## src/oahs_pkg.sv

```systemverilog
// Shared types, codes and the control store for the hash set sequencer
package oahs_pkg;

	// Fixed field widths
	localparam int unsigned KEY_W = 31;
	localparam int unsigned CAP_W = 11;
	localparam int unsigned BIT_W = $clog2(KEY_W);

	// Action codes
	localparam logic ACT_INSERT = 1'b0;
	localparam logic ACT_LOOKUP = 1'b1;

	// Status codes
	localparam logic [1:0] ST_OK   = 2'd0;
	localparam logic [1:0] ST_FULL = 2'd1;
	localparam logic [1:0] ST_ZERO = 2'd2;

	// Request and response words
	typedef struct packed {
		logic             action;
		logic [KEY_W-1:0] key;
	} req_t;

	typedef struct packed {
		logic       was_present;
		logic [1:0] status;
	} rsp_t;

	// Microcode address
	typedef logic [3:0] upc_t;

	localparam upc_t U_CLR   = 4'd0;
	localparam upc_t U_IDLE  = 4'd1;
	localparam upc_t U_ZCHK  = 4'd2;
	localparam upc_t U_DIV   = 4'd3;
	localparam upc_t U_READ  = 4'd4;
	localparam upc_t U_TEST  = 4'd5;
	localparam upc_t U_MTCH  = 4'd6;
	localparam upc_t U_ADV   = 4'd7;
	localparam upc_t U_FULL  = 4'd8;
	localparam upc_t U_STORE = 4'd9;
	localparam upc_t U_HIT   = 4'd10;
	localparam upc_t U_ZRES  = 4'd11;

	// Jump conditions
	typedef enum logic [3:0] {
		C_NONE,
		C_CLR_MORE,
		C_NO_REQ,
		C_KEY_ZERO,
		C_DIV_MORE,
		C_EMPTY,
		C_MATCH,
		C_EXHAUST,
		C_OUT_BUSY
	} cond_t;

	// Result to post
	typedef enum logic [2:0] {
		R_NONE,
		R_OK,
		R_HIT,
		R_FULL,
		R_ZERO
	} res_t;

	// One control word
	typedef struct packed {
		logic  clr_wr;
		logic  take;
		logic  div_step;
		logic  rd_en;
		logic  slot_adv;
		logic  wr_key;
		res_t  res;
		cond_t cond;
		upc_t  jmp;
		upc_t  nxt;
	} ucode_t;

	// Datapath flags seen by the sequencer
	typedef struct packed {
		logic clr_more;
		logic req_valid;
		logic key_zero;
		logic div_more;
		logic empty;
		logic match;
		logic exhaust;
		logic out_busy;
	} uflags_t;

	// Control store
	function automatic ucode_t ucode_rom(input upc_t pc);
		ucode_t w;
		w = '{clr_wr: 1'b0, take: 1'b0, div_step: 1'b0, rd_en: 1'b0, slot_adv: 1'b0,
			wr_key: 1'b0, res: R_NONE, cond: C_NONE, jmp: U_IDLE, nxt: U_IDLE};
		unique case (pc)
			U_CLR: begin
				w.clr_wr = 1'b1;
				w.cond   = C_CLR_MORE;
				w.jmp    = U_CLR;
				w.nxt    = U_IDLE;
			end
			U_IDLE: begin
				w.take = 1'b1;
				w.cond = C_NO_REQ;
				w.jmp  = U_IDLE;
				w.nxt  = U_ZCHK;
			end
			U_ZCHK: begin
				w.cond = C_KEY_ZERO;
				w.jmp  = U_ZRES;
				w.nxt  = U_DIV;
			end
			U_DIV: begin
				w.div_step = 1'b1;
				w.cond     = C_DIV_MORE;
				w.jmp      = U_DIV;
				w.nxt      = U_READ;
			end
			U_READ: begin
				w.rd_en = 1'b1;
				w.nxt   = U_TEST;
			end
			U_TEST: begin
				w.cond = C_EMPTY;
				w.jmp  = U_STORE;
				w.nxt  = U_MTCH;
			end
			U_MTCH: begin
				w.cond = C_MATCH;
				w.jmp  = U_HIT;
				w.nxt  = U_ADV;
			end
			U_ADV: begin
				w.slot_adv = 1'b1;
				w.cond     = C_EXHAUST;
				w.jmp      = U_FULL;
				w.nxt      = U_READ;
			end
			U_FULL: begin
				w.res  = R_FULL;
				w.cond = C_OUT_BUSY;
				w.jmp  = U_FULL;
				w.nxt  = U_IDLE;
			end
			U_STORE: begin
				w.wr_key = 1'b1;
				w.res    = R_OK;
				w.cond   = C_OUT_BUSY;
				w.jmp    = U_STORE;
				w.nxt    = U_IDLE;
			end
			U_HIT: begin
				w.res  = R_HIT;
				w.cond = C_OUT_BUSY;
				w.jmp  = U_HIT;
				w.nxt  = U_IDLE;
			end
			U_ZRES: begin
				w.res  = R_ZERO;
				w.cond = C_OUT_BUSY;
				w.jmp  = U_ZRES;
				w.nxt  = U_IDLE;
			end
			default: begin
				w.nxt = U_IDLE;
			end
		endcase
		return w;
	endfunction

endpackage

```

## src/oahs_useq.sv

```systemverilog
// Microcode sequencer: step counter, control store and jump logic
module oahs_useq import oahs_pkg::*; (
	input  logic    clk,
	input  logic    arst_n,
	input  uflags_t flags,
	output ucode_t  ctrl
);

	upc_t pc_q;
	logic take_jmp;

	assign ctrl = ucode_rom(pc_q);

	// Condition select
	always_comb begin
		unique case (ctrl.cond)
			C_NONE:     take_jmp = 1'b0;
			C_CLR_MORE: take_jmp = flags.clr_more;
			C_NO_REQ:   take_jmp = !flags.req_valid;
			C_KEY_ZERO: take_jmp = flags.key_zero;
			C_DIV_MORE: take_jmp = flags.div_more;
			C_EMPTY:    take_jmp = flags.empty;
			C_MATCH:    take_jmp = flags.match;
			C_EXHAUST:  take_jmp = flags.exhaust;
			C_OUT_BUSY: take_jmp = flags.out_busy;
			default:    take_jmp = 1'b0;
		endcase
	end

	// Step counter, starts with the clearing sweep
	always_ff @(posedge clk or negedge arst_n) begin
		if (!arst_n) begin
			pc_q <= U_CLR;
		end else begin
			pc_q <= take_jmp ? ctrl.jmp : ctrl.nxt;
		end
	end

endmodule
```

## config.mk

```make
export PLATFORM = sky130hd
export DESIGN_NAME = oahs_useq
export DESIGN_NICKNAME = d
export VERILOG_FILES = /design/src/oahs_pkg.sv /design/src/oahs_useq.sv
export SDC_FILE = /design/constraint.sdc
export NUM_CORES = 1
export LEC_CHECK = 0
export ABC_CLOCK_PERIOD_IN_PS = 4370
export BUFFER_PORTS_ARGS = -buffer_cell sky130_fd_sc_hd__clkbuf_2
export CAP_MARGIN = 15
export CORE_AREA = 5 5 42 44
export DETAILED_ROUTE_END_ITERATION = 8
export DIE_AREA = 0 0 47 49
export GPL_TIMING_DRIVEN = 0
export PLACE_DENSITY = 0.69
export SKIP_LAST_GASP = 1
export SLEW_MARGIN = 20
export SYNTH_ARGS = -nofsm -noshare
export SYNTH_HDL_FRONTEND = slang
export SYNTH_SLANG_ARGS = --single-unit
```

## constraint.sdc

```tcl
create_clock -name clk -period 4.37 [get_ports clk]
set_clock_uncertainty 0.15 [all_clocks]
set_input_delay 0.874 -clock clk [delete_from_list [all_inputs] [get_ports clk]]
set_output_delay 0.874 -clock clk [all_outputs]
set_load 0.03 [all_outputs]
```

==> impl_metrics.py <==
metrics = {
    "final_layout": {
        "area_growth_syn_to_layout_pct": 39.7,
        "reg.largest.list": "pc_q (4)",
        "nNetsFinal": 106,
        "drive_above_1_share": 0.447,
        "largest_reg_flops": 4,
        "diodes": 0,
        "top_register": "pc_q",
    },
    "cts": {
        "cts_buffers": 3,
        "path_clk_slew_ps": 40,
        "cts_resized": 0,
        "root_buffer": "clkbuf_4",
        "cts.sinks": 4,
        "post_cts_buffers": 0,
        "clock_latency_ps": 230,
        "cts_tree": "yes",
        "htreeDepth": 1,
        "cts_hold_buffers": 0,
        "cts_max_path_buffers": 2,
    },
    "yosys": {
        "synth.most_common_cell": "nor2_1",
        "synth_flop_cell": "dfrtp_1",
        "synth_seq_area_share": 0.213,
        "async_flop_share": 1.00,
        "netlist_instances": 62,
        "synth_cell_type_count": 26,
        "syn_area_um2": 469,
        "yosys-top-cells-count": "nor2_1 (10), nand2b_1 (7), a21oi_1 (4), dfrtp_1 (4)",
        "syn_avg_cell_area_um2": 7.57,
        "ys_top_cells_by_area": "dfrtp_1 (21%), mux2_4 (9.6%), nand2b_1 (9.3%)",
        "ys_warn_count": 0,
        "synth_top_area_cell": "dfrtp_1",
        "synth-seq-cells": 4,
        "synth_top_area_frac": 0.213,
        "synth_edf_count": 0,
    },
    "worst_setup_path": {
        "crit_type": "flop to output pin",
        "r2r_start": "pc_q[3]",
        "r2r_cells": 6,
        "path_max_fanout": 10,
        "start_kind": "flop",
        "cp_slowest_stage_delay_ps": 430,
        "path_cells": "clkbuf_1 -> nor2_1 -> o31ai_1 -> clkbuf_2",
        "cp.required_ps": 3350,
        "crit_arrival_ps": 1720,
        "end_kind": "output pin",
        "crit_start": "pc_q[1]",
        "cp_slowest_cell": "dfrtp_1",
        "timing.reg2reg.setup_slack_ps": 2540,
        "cp-endpoint": "ctrl[7]",
        "regToRegEndpoint": "pc_q[0]",
    },
    "global_routing": {
        "grtUsageTotal": 0.119,
        "grt_pass1_vias": 501,
        "grt_pass1_wl_um": 2060,
        "antenna_found_initial": 0,
        "grt_max_degree": 11,
        "grt.overflow.total": 0,
    },
    "sta": {
        "timing.fmax_mhz": 364,
        "finalCritPeriodShare": 0.628,
        "setup_violations": 0,
        "setup_tns_ps": 0,
        "rsz0062_at_grt": "no",
        "period_needed_ps": 2740,
        "slew_viol_final": 0,
        "hold_viol": 0,
    },
    "drt": {
        "vias_per_cell": 4.80,
        "finalWirelength_um": 1240,
        "wl_per_cell_um": 11.3,
        "dr.pass1.iters": 4,
        "drcViolationCount": 0,
        "ant_nets": 0,
        "drt_iter0_drc": 9,
        "vias": 528,
    },
    "placement": {
        "gp_congestion": 0.782,
        "hpwl_um": 1020,
        "portBuffers": 28,
    },
    "die": {
        "dieArea_mm2": 0.00230,
        "initial_utilization": 0.335,
        "chipHeight_um": 49,
        "die_w_um": 47,
        "io_pins": 31,
        "core_region_area_mm2": 0.00140,
        "rows": 14,
    },
    "run_status": {
        "status": "finished clean",
    },
    "worst_hold_path": {
        "holdCritPathClass": "primary input to asynchronous set/reset pin",
    },
    "flow_run": {
        "maxCapViolations": 0,
    },
}
==> worst min-delay path by stage <==
stage               to  slack, ps
3_5_place_dp   pc_q[3]        530
4_1_cts        pc_q[0]        280
2_1_floorplan  pc_q[0]        430
5_1_grt        pc_q[3]        280
3_3_place_gp   pc_q[3]        530
6_report       pc_q[0]        290
==> kinds of logic after synthesis <==
group	count (synthesis)	synth area share
and+or+nand+nor	29	0.312
AOI/OAI and AO/OA	11	0.184
buffers and inverters	11	0.125
muxes	5	0.139
DFF	4	0.213
xor gates and xnor gates	1	0.0187
other	1	0.00799
==> worst max-delay path: cells and delay by family, from the launching register on <==
kind	cells	cell delay, ps
buf+inv	2	640
flops	1	430
compound gates	1	320
simple gates	1	100
==> layout by cell type (no fill, tap or decap), types with 2 or more instances in the layout <==
master / count
a21oi_1: 4
and2_1: 2
buf_2: 2
buf_4: 2
clkbuf_1: 3
clkbuf_2: 28
clkbuf_4: 3
conb_1: 2
dfrtp_1: 4
inv_1: 3
mux2_4: 3
mux2i_1: 2
nand2_1: 3
nand2b_1: 7
nor2_1: 10
nor3_1: 3
o21ai_0: 2
==> metal layers <==
layer	global-route usage	vias up	part of all wire
li1	-	272	-
met1	0.157	233	0.44
met2	0.165	23	0.45
met3	0.0664	0	0.12
met4	0.0276	0	0
met5	0	-	0
==> cell type report <==
| cell class | instances | area (um^2) |
|---|---|---|
| sequential | 4 | 100 |
| inverter | 3 | 11.3 |
| buffer | 8 | 47.5 |
| tap | 16 | 20.0 |
| fill | 163 | 746 |
| timing repair buffer | 28 | 140 |
| multi-input combinational | 48 | 314 |
| clock buffer | 3 | 22.5 |
==> metrics by stage <==
stage                     worst slack (ps)   util  cell area, um^2  instances  hold WS (ps)
after floorplan                       1630      -              473         63           428
after global placement                1910  0.452              633        107           532
after detailed placement              1890  0.452              633        107           533
after CTS                             1630  0.468              656        110           280
after global routing                  1490  0.468              656        110           282
final                                 1630  0.468              656        110           285
Power is not shown: default switching activity piles up to over one toggle a cycle in this logic, so the estimate is an artifact.
